[src/design/ttdc_pkg.sv]
// ----------------------------------------------------------------------------
// ttdc_pkg
// Shared constants, command type and glyph lookup functions for the
// text-to-tile draw command unit.
// ----------------------------------------------------------------------------
package ttdc_pkg;

    localparam int GRID_COLS   = 40;
    localparam int GRID_ROWS   = 30;
    localparam int TILE_PIXELS = 16;

    localparam int COL_W   = 6;
    localparam int ROW_W   = 5;
    localparam int GLYPH_W = 6;
    localparam int PROD_W  = 16;

    localparam logic [COL_W-1:0] COL_LIMIT = COL_W'(GRID_COLS);
    localparam logic [ROW_W-1:0] ROW_LIMIT = ROW_W'(GRID_ROWS);

    localparam logic [7:0] CH_SPACE   = 8'h20;
    localparam logic [7:0] CH_NEWLINE = 8'h0A;

    localparam logic [GLYPH_W-1:0] GLYPH_UNKNOWN = 6'd36;
    localparam logic [GLYPH_W-1:0] GLYPH_PERIOD  = 6'd37;
    localparam logic [GLYPH_W-1:0] GLYPH_COLON   = 6'd38;
    localparam logic [GLYPH_W-1:0] GLYPH_BANG    = 6'd39;
    localparam logic [GLYPH_W-1:0] GLYPH_DIGIT0  = 6'd26;

    localparam int QUEUE_DEPTH = 4;
    localparam int QPTR_W      = 2;
    localparam int QCNT_W      = 3;

    typedef struct packed {
        logic [GLYPH_W-1:0] glyph;
        logic [COL_W-1:0]   col;
        logic [ROW_W-1:0]   row;
    } cmd_t;

    // Glyph order: A..Z, 0..9, then ? . : !
    function automatic logic [GLYPH_W-1:0] glyph_index(input logic [7:0] ch);
        logic [7:0] up;
        logic [7:0] diff;
        up = ch;
        if (ch >= 8'h61 && ch <= 8'h7A) begin
            up = ch - 8'h20;
        end
        diff = 8'h00;
        glyph_index = GLYPH_UNKNOWN;
        if (up >= 8'h41 && up <= 8'h5A) begin
            diff = up - 8'h41;
            glyph_index = diff[GLYPH_W-1:0];
        end else if (up >= 8'h30 && up <= 8'h39) begin
            diff = up - 8'h30;
            glyph_index = GLYPH_DIGIT0 + diff[GLYPH_W-1:0];
        end else if (up == 8'h2E) begin
            glyph_index = GLYPH_PERIOD;
        end else if (up == 8'h3A) begin
            glyph_index = GLYPH_COLON;
        end else if (up == 8'h21) begin
            glyph_index = GLYPH_BANG;
        end
    endfunction

    // Glyphs sit in 2x2 blocks, eight blocks per band, two bands.
    function automatic logic [3:0] glyph_sheet_col(input logic [GLYPH_W-1:0] g);
        glyph_sheet_col = {g[4:2], g[0]};
    endfunction

    function automatic logic [1:0] glyph_sheet_row(input logic [GLYPH_W-1:0] g);
        glyph_sheet_row = {(g >= 6'd32), g[1]};
    endfunction

endpackage

[src/design/ttdc_front.sv]
// ----------------------------------------------------------------------------
// ttdc_front
// Accepts character transactions, keeps the tile cursor and pushes one draw
// command into the queue for every drawable character placed inside the grid.
// ----------------------------------------------------------------------------
module ttdc_front (
    input  logic                           clk,
    input  logic                           rst_n,
    input  logic                           in_fire,
    input  logic [7:0]                     char_code,
    input  logic                           start_of_string,
    input  logic signed [10:0]             origin_col,
    input  logic signed [10:0]             origin_row,
    output logic                           push,
    output ttdc_pkg::cmd_t                 push_cmd
);

    logic [ttdc_pkg::COL_W-1:0] cursor_col_reg, cursor_col_next;
    logic [ttdc_pkg::ROW_W-1:0] cursor_row_reg, cursor_row_next;
    logic [ttdc_pkg::COL_W-1:0] home_col_reg, home_col_next;
    logic                       stopped_reg, stopped_next;

    logic [ttdc_pkg::COL_W-1:0] col_eff, home_eff;
    logic [ttdc_pkg::ROW_W-1:0] row_eff;
    logic                       stopped_eff;
    logic [9:0]                 ocol_raw, orow_raw;
    logic                       neg;

    always_comb
    begin
        ocol_raw = origin_col[9:0];
        orow_raw = origin_row[9:0];
        neg      = origin_col[10] | origin_row[10];

        col_eff     = cursor_col_reg;
        row_eff     = cursor_row_reg;
        home_eff    = home_col_reg;
        stopped_eff = stopped_reg;

        if (start_of_string) begin
            if (neg) begin
                stopped_eff = 1'b1;
            end else begin
                home_eff = (ocol_raw > 10'(ttdc_pkg::GRID_COLS)) ?
                           ttdc_pkg::COL_LIMIT : ocol_raw[ttdc_pkg::COL_W-1:0];
                col_eff  = home_eff;
                row_eff  = (orow_raw > 10'(ttdc_pkg::GRID_ROWS)) ?
                           ttdc_pkg::ROW_LIMIT : orow_raw[ttdc_pkg::ROW_W-1:0];
                stopped_eff = 1'b0;
            end
        end

        cursor_col_next = col_eff;
        cursor_row_next = row_eff;
        home_col_next   = home_eff;
        stopped_next    = stopped_eff;
        push            = 1'b0;

        push_cmd.glyph = ttdc_pkg::glyph_index(char_code);
        push_cmd.col   = col_eff;
        push_cmd.row   = row_eff;

        if (!stopped_eff) begin
            if (char_code == ttdc_pkg::CH_SPACE) begin
                if (col_eff < ttdc_pkg::COL_LIMIT) begin
                    cursor_col_next = col_eff + 1'b1;
                end
            end else if (char_code == ttdc_pkg::CH_NEWLINE) begin
                cursor_col_next = home_eff;
                if (row_eff < ttdc_pkg::ROW_LIMIT) begin
                    cursor_row_next = row_eff + 1'b1;
                end
            end else if (col_eff >= ttdc_pkg::COL_LIMIT ||
                         row_eff >= ttdc_pkg::ROW_LIMIT) begin
                stopped_next = 1'b1;
            end else begin
                push            = in_fire;
                cursor_col_next = col_eff + 1'b1;
            end
        end
    end

    always_ff @(posedge clk or negedge rst_n)
    begin
        if (!rst_n) begin
            cursor_col_reg <= '0;
            cursor_row_reg <= '0;
            home_col_reg   <= '0;
            stopped_reg    <= 1'b1;
        end else if (in_fire) begin
            cursor_col_reg <= cursor_col_next;
            cursor_row_reg <= cursor_row_next;
            home_col_reg   <= home_col_next;
            stopped_reg    <= stopped_next;
        end
    end

endmodule

[src/design/ttdc_queue.sv]
// ----------------------------------------------------------------------------
// ttdc_queue
// Short first-in first-out queue of draw commands between front and back.
// ----------------------------------------------------------------------------
module ttdc_queue (
    input  logic           clk,
    input  logic           rst_n,
    input  logic           push,
    input  ttdc_pkg::cmd_t push_cmd,
    input  logic           pop,
    output logic           full,
    output logic           not_empty,
    output ttdc_pkg::cmd_t head_cmd
);

    ttdc_pkg::cmd_t                 slot_reg [ttdc_pkg::QUEUE_DEPTH];
    logic [ttdc_pkg::QPTR_W-1:0]    wr_ptr_reg, rd_ptr_reg;
    logic [ttdc_pkg::QCNT_W-1:0]    count_reg, count_next;

    assign full      = (count_reg == ttdc_pkg::QCNT_W'(ttdc_pkg::QUEUE_DEPTH));
    assign not_empty = (count_reg != '0);
    assign head_cmd  = slot_reg[rd_ptr_reg];

    always_comb
    begin
        count_next = count_reg;
        if (push && !pop) begin
            count_next = count_reg + 1'b1;
        end else if (pop && !push) begin
            count_next = count_reg - 1'b1;
        end
    end

    always_ff @(posedge clk or negedge rst_n)
    begin
        if (!rst_n) begin
            wr_ptr_reg <= '0;
            rd_ptr_reg <= '0;
            count_reg  <= '0;
        end else begin
            if (push) begin
                wr_ptr_reg <= wr_ptr_reg + 1'b1;
            end
            if (pop) begin
                rd_ptr_reg <= rd_ptr_reg + 1'b1;
            end
            count_reg <= count_next;
        end
    end

    always_ff @(posedge clk)
    begin
        if (push) begin
            slot_reg[wr_ptr_reg] <= push_cmd;
        end
    end

endmodule

[src/design/ttdc_back.sv]
// ----------------------------------------------------------------------------
// ttdc_back
// Takes draw commands from the queue, maps the glyph to its spritesheet tile,
// scales the cursor to pixels and holds the result in the output register.
// ----------------------------------------------------------------------------
module ttdc_back (
    input  logic           clk,
    input  logic           rst_n,
    input  logic           cmd_valid,
    input  ttdc_pkg::cmd_t cmd,
    output logic           pop,
    output logic           out_valid,
    input  logic           out_ready,
    output logic [3:0]     sheet_col,
    output logic [1:0]     sheet_row,
    output logic [9:0]     pixel_x,
    output logic [8:0]     pixel_y
);

    logic                          valid_reg;
    logic [3:0]                    sheet_col_reg;
    logic [1:0]                    sheet_row_reg;
    logic [9:0]                    pixel_x_reg;
    logic [8:0]                    pixel_y_reg;
    logic [ttdc_pkg::PROD_W-1:0]   px_full, py_full;

    assign pop     = cmd_valid && (!valid_reg || out_ready);
    assign px_full = ttdc_pkg::PROD_W'(cmd.col) * ttdc_pkg::PROD_W'(ttdc_pkg::TILE_PIXELS);
    assign py_full = ttdc_pkg::PROD_W'(cmd.row) * ttdc_pkg::PROD_W'(ttdc_pkg::TILE_PIXELS);

    always_ff @(posedge clk or negedge rst_n)
    begin
        if (!rst_n) begin
            valid_reg <= 1'b0;
        end else if (pop) begin
            valid_reg <= 1'b1;
        end else if (out_ready) begin
            valid_reg <= 1'b0;
        end
    end

    always_ff @(posedge clk)
    begin
        if (pop) begin
            sheet_col_reg <= ttdc_pkg::glyph_sheet_col(cmd.glyph);
            sheet_row_reg <= ttdc_pkg::glyph_sheet_row(cmd.glyph);
            pixel_x_reg   <= px_full[9:0];
            pixel_y_reg   <= py_full[8:0];
        end
    end

    assign out_valid = valid_reg;
    assign sheet_col = sheet_col_reg;
    assign sheet_row = sheet_row_reg;
    assign pixel_x   = pixel_x_reg;
    assign pixel_y   = pixel_y_reg;

endmodule

[src/design/text_to_tile_draw_commands_unit.sv]
// ----------------------------------------------------------------------------
// text_to_tile_draw_commands_unit
// Turns a stream of character bytes into tile draw commands with pixel
// positions.
// ----------------------------------------------------------------------------
// One character is taken per clock while the queue is not full. The front end
// updates the tile cursor in the cycle a character transaction is accepted, so
// the cursor loop sets the rate of one character per cycle. Drawable characters
// enter a four-entry command queue; the back end maps each to its spritesheet
// tile and pixel position and presents it in an output register. Input is held
// off only while the queue is full.
module text_to_tile_draw_commands_unit (
    input  logic        clk,
    input  logic        rst_n,
    input  logic        s_tvalid,
    output logic        s_tready,
    input  logic [31:0] s_tdata,   // char_code[7:0], origin_col[18:8], origin_row[29:19]
    input  logic        s_tuser,   // start_of_string
    output logic        m_tvalid,
    input  logic        m_tready,
    output logic [31:0] m_tdata    // sheet_col[3:0], sheet_row[5:4], pixel_x[15:6], pixel_y[24:16]
);

    logic           in_fire;
    logic           push;
    ttdc_pkg::cmd_t push_cmd;
    logic           pop;
    logic           full;
    logic           not_empty;
    ttdc_pkg::cmd_t head_cmd;
    logic [3:0]     sheet_col;
    logic [1:0]     sheet_row;
    logic [9:0]     pixel_x;
    logic [8:0]     pixel_y;

    assign s_tready = !full;
    assign in_fire  = s_tvalid && s_tready;

    ttdc_front u_front (
        .clk             (clk),
        .rst_n           (rst_n),
        .in_fire         (in_fire),
        .char_code       (s_tdata[7:0]),
        .start_of_string (s_tuser),
        .origin_col      (s_tdata[18:8]),
        .origin_row      (s_tdata[29:19]),
        .push            (push),
        .push_cmd        (push_cmd)
    );

    ttdc_queue u_queue (
        .clk       (clk),
        .rst_n     (rst_n),
        .push      (push),
        .push_cmd  (push_cmd),
        .pop       (pop),
        .full      (full),
        .not_empty (not_empty),
        .head_cmd  (head_cmd)
    );

    ttdc_back u_back (
        .clk       (clk),
        .rst_n     (rst_n),
        .cmd_valid (not_empty),
        .cmd       (head_cmd),
        .pop       (pop),
        .out_valid (m_tvalid),
        .out_ready (m_tready),
        .sheet_col (sheet_col),
        .sheet_row (sheet_row),
        .pixel_x   (pixel_x),
        .pixel_y   (pixel_y)
    );

    assign m_tdata = {7'b0, pixel_y, pixel_x, sheet_row, sheet_col};

endmodule
[config.mk]
export PLATFORM = sky130hd
export DESIGN_NAME = text_to_tile_draw_commands_unit
export DESIGN_NICKNAME = d
export VERILOG_FILES = /design/src/design/ttdc_pkg.sv /design/src/design/ttdc_front.sv /design/src/design/ttdc_queue.sv /design/src/design/ttdc_back.sv /design/src/design/text_to_tile_draw_commands_unit.sv
export SDC_FILE = /design/constraint.sdc
export NUM_CORES = 1
export LEC_CHECK = 0
export ABC_AREA = 1
export BUFFER_PORTS_ARGS = -buffer_cell sky130_fd_sc_hd__clkbuf_2
export CAP_MARGIN = 5
export CELL_PAD_IN_SITES_DETAIL_PLACEMENT = 1
export CELL_PAD_IN_SITES_GLOBAL_PLACEMENT = 2
export CORE_MARGIN = 3
export CORE_UTILIZATION = 30
export DETAILED_ROUTE_END_ITERATION = 6
export HOLD_SLACK_MARGIN = 0.06
export PLACE_DENSITY = 0.78
export SETUP_SLACK_MARGIN = 0.4
export SLEW_MARGIN = 20
export SYNTH_ARGS = -nofsm -noshare
export SYNTH_HDL_FRONTEND = slang
export SYNTH_SLANG_ARGS = --single-unit
[constraint.sdc]
create_clock -name clk -period 3 [get_ports clk]
set_input_delay 0.45 -clock clk [delete_from_list [all_inputs] [get_ports clk]]
set_output_delay 0.45 -clock clk [all_outputs]
set_load 0.05 [all_outputs]
==> results.py <==
metrics = {
    "critical_path": {
        "crit_chain": "buf_6, nor2_4, nand2_4, buf_12, buf_12, nor2_1, nand3_1, nand2_1, nor2_2, nand2_2, nand2_4, nor3_4, ha_2, inv_2, fa_2, a21oi_2, o21ai_2, xor2_1",
        "worst_ep_arrival_time_ns": 2.89,
        "path_class": "in -> reg",
        "rr_endpoint": "u_queue.count_reg[2]",
        "critPathCaptureType": "register",
        "critPathMaxStageDelay_ns": 0.36,
        "ff2ff_path_depth": 15,
        "reg2reg_slack_ns": 0.47,
        "setup.worst_path.start_class": "primary input",
        "critical-path-slowest-cell": "fa_2",
        "path_max_fanout": 17,
        "r2r_start": "u_front.cursor_row_reg[0]",
        "critPathRequiredTime_ns": 3.24,
    },
    "timing": {
        "worst_pin_slew_ns": 1.040,
        "finalSetupViolations": 0,
        "setup_slack_ns": 0.3531,
        "setup_tns_ns": 0,
        "post-route-min-period_ns": 2.647,
        "slew_headroom_pct": 30.57,
        "fmax_mhz": 377.8,
        "drv_slew": 0,
        "min_period_over_period_pct": 88.23,
        "hold_viol": 0,
        "fin_skew_ns": 0.004642,
        "rsz0062_at_grt": "yes",
    },
    "route": {
        "wire_per_inst_um": 15.47,
        "drtIter0Drc": 164,
        "drt.antenna.violating_nets": 0,
        "drcViolationCount": 0,
        "routed_wl_mm": 13.85,
        "dr.pass1.iters": 4,
        "vias": 4301,
        "avgViaCountPerCell": 4.806,
    },
    "synth": {
        "synth_cells": 581,
        "synth_edf_count": 85,
        "syn_avg_cell_area_um2": 9.829,
        "synth_top_area_share_pct": 44.70,
        "netlist_top_cells_area": "edfxtp_1 45%, dfrtp_1 11%, o21ai_0 5.8%",
        "synth_top_area_cell": "edfxtp_1",
        "async_flop_share_pct": 23.42,
        "ys.flop_type": "edfxtp_1",
        "yosys_warnings": 0,
        "synthDistinctLibCells": 43,
        "seq_area_frac_synth_pct": 56.11,
        "synth_commonest_cells": "85 x edfxtp_1, 81 x nand2_1, 67 x nor2_1",
        "synth-seq-cells": 111,
        "synth_most_common_cell": "edfxtp_1",
        "netlist_area_mm2": 0.005710,
    },
    "cells_and_area": {
        "area_growth_pct": 19.98,
        "postLayoutCellArea_mm2": 0.006852,
        "nets": 716,
        "antenna_cells": 0,
        "largest_reg_flops": 68,
        "drive_gt1_share_pct": 25.23,
    },
    "place": {
        "place_hpwl_mm": 9.815,
        "port_buffers": 53,
        "placed_area_mm2": 0.006329,
        "dpl_worst_slack_ns": -0.07732,
        "place_congestion": 0.8935,
    },
    "clocking": {
        "h-tree-depth": 3,
        "cts_max_path_buffers": 2,
        "cts_buffers": 9,
        "clock_latency_ns": 0.35,
        "clk_pin_slew_ns": 0.08,
        "root_buffer": "clkbuf_16",
        "cts_sinks": 111,
        "cts_tree": "built",
        "hold_buffers": 0,
    },
    "floorplanning": {
        "num_rows": 49,
        "core_area_mm2": 0.01833,
        "io_pins": 71,
        "die-area_mm2": 0.02073,
        "die_h_um": 144.0,
        "start_util_pct": 31.15,
        "dieWidth_um": 144.0,
    },
    "global_routing": {
        "gr-usage-all-layers_pct": 13.57,
        "grt_antenna_before_repair": 0,
        "grt_pass1_wl_mm": 22.24,
        "grt_max_degree": 37,
        "grt_pass1_vias": 4524,
        "overflow": 0,
    },
    "power": {
        "powerDensity_mw_per_mm2": 879.0,
        "p_leak_nw": 2.803,
        "ir_worst_vdd_v": 0.0003205,
    },
    "min_path": {
        "hold_class": "in -> async",
    },
    "run": {
        "drv_cap": 0,
    },
    "status": {
        "outcome": "finished clean",
    },
}
## layout make-up
| type | count | area (um^2) |
|---|---|---|
| well taps | 229 | 286.5 |
| flip-flops and latches | 111 | 3204 |
| fillers | 2117 | 11480 |
| repair buffers | 85 | 593.1 |
| clock inverters | 7 | 85.08 |
| inverters | 71 | 272.8 |
| multi-input cells | 383 | 2185 |
| clock buffers | 9 | 225.2 |
## layer usage
metal / track usage (%) / vias up / wire length, um
met2: 24.08 / 83 / 6965
met5: 0 / - / 0
met1: 16.68 / 2108 / 6204
met3: 2.962 / 14 / 462
met4: 3.568 / 0 / 213
li1: - / 2096 / -
## logic make-up (layout without fill, tap and decap cells)
family | Yosys count | after routing | synth area share [%]
AOI/OAI and AO/OA | 121 | 121 | 11.77
DFF | 111 | 111 | 56.11
and+or+nand+nor | 214 | 214 | 17.64
xor gates and xnor gates | 15 | 15 | 2.301
other | 1 | 15 | 0.06567
buffers and inverters | 101 | 172 | 8.041
adders and majority gates | 18 | 18 | 4.075
## critical path: cells and delay by family
family / cells / cell delay, ns
xor gates and xnor gates: 1 / 0.14
and+or+nand+nor: 9 / 1.01
adders and majority gates: 2 / 0.59
AOI/OAI and AO/OA: 2 / 0.25
buffers and inverters: 4 / 0.42
## layout by cell type, fill, tap and decap left out, types with 6 or more instances in the layout
cell and count:
edfxtp_1 85, nand2_1 80, o21ai_0 64, inv_1 59, nor2_1 58, clkbuf_2 51
buf_4 26, nand3_1 25, dfrtp_1 25, o22ai_1 18, a21oi_1 17, ha_1 15
conb_1 15, nand2_2 12, xor2_1 12, nor2_4 10, inv_2 9, nor2_2 9
clkbuf_16 9, o211ai_1 6, buf_12 6
## power breakdown
group          internal (mW)  total (mW)  switching, mW
clock network          0.598        1.22          0.617
registers               2.12        2.24          0.123
logic                  0.740        2.57           1.83
## how the worst max path moves through the flow
stage                     start                    to  slack (ns)  cells past startpoint
CTS                 s_tdata[29]  u_queue.count_reg[2]        0.41                     19
finish              s_tdata[18]  u_queue.count_reg[2]        0.35                     18
detailed placement  s_tdata[29]  u_queue.count_reg[2]       -0.08                     19
global placement    s_tdata[29]  u_queue.count_reg[2]       -0.04                     19
floorplan           s_tdata[29]  u_queue.count_reg[2]        0.23                     18
global route        s_tdata[18]  u_queue.count_reg[2]        0.21                     19
## repair_timing
item,CTS,global route
endpoints found under the setup margin,53,70
buffers inserted,1,13
gates resized for setup,1,12
endpoints found under the hold margin,0,0
pin swaps,2,16
## through the flow
| step | hold WS [ns] | total power, mW | utilization [%] | cells |
|---|---|---|---|---|
| floorplan | 0.1544 | 4.091 | - | 595 |
| finish | 0.1440 | 6.023 | 37.38 | 895 |
| detailed placement | 0.4718 | 4.789 | 34.52 | 865 |
| CTS | 0.1781 | 6.023 | 36.28 | 882 |
| global placement | 0.4643 | 4.669 | 34.52 | 865 |
| global route | 0.1843 | 6.446 | 37.38 | 895 |
No activity file was read; power rests on OpenSTA's default activity.
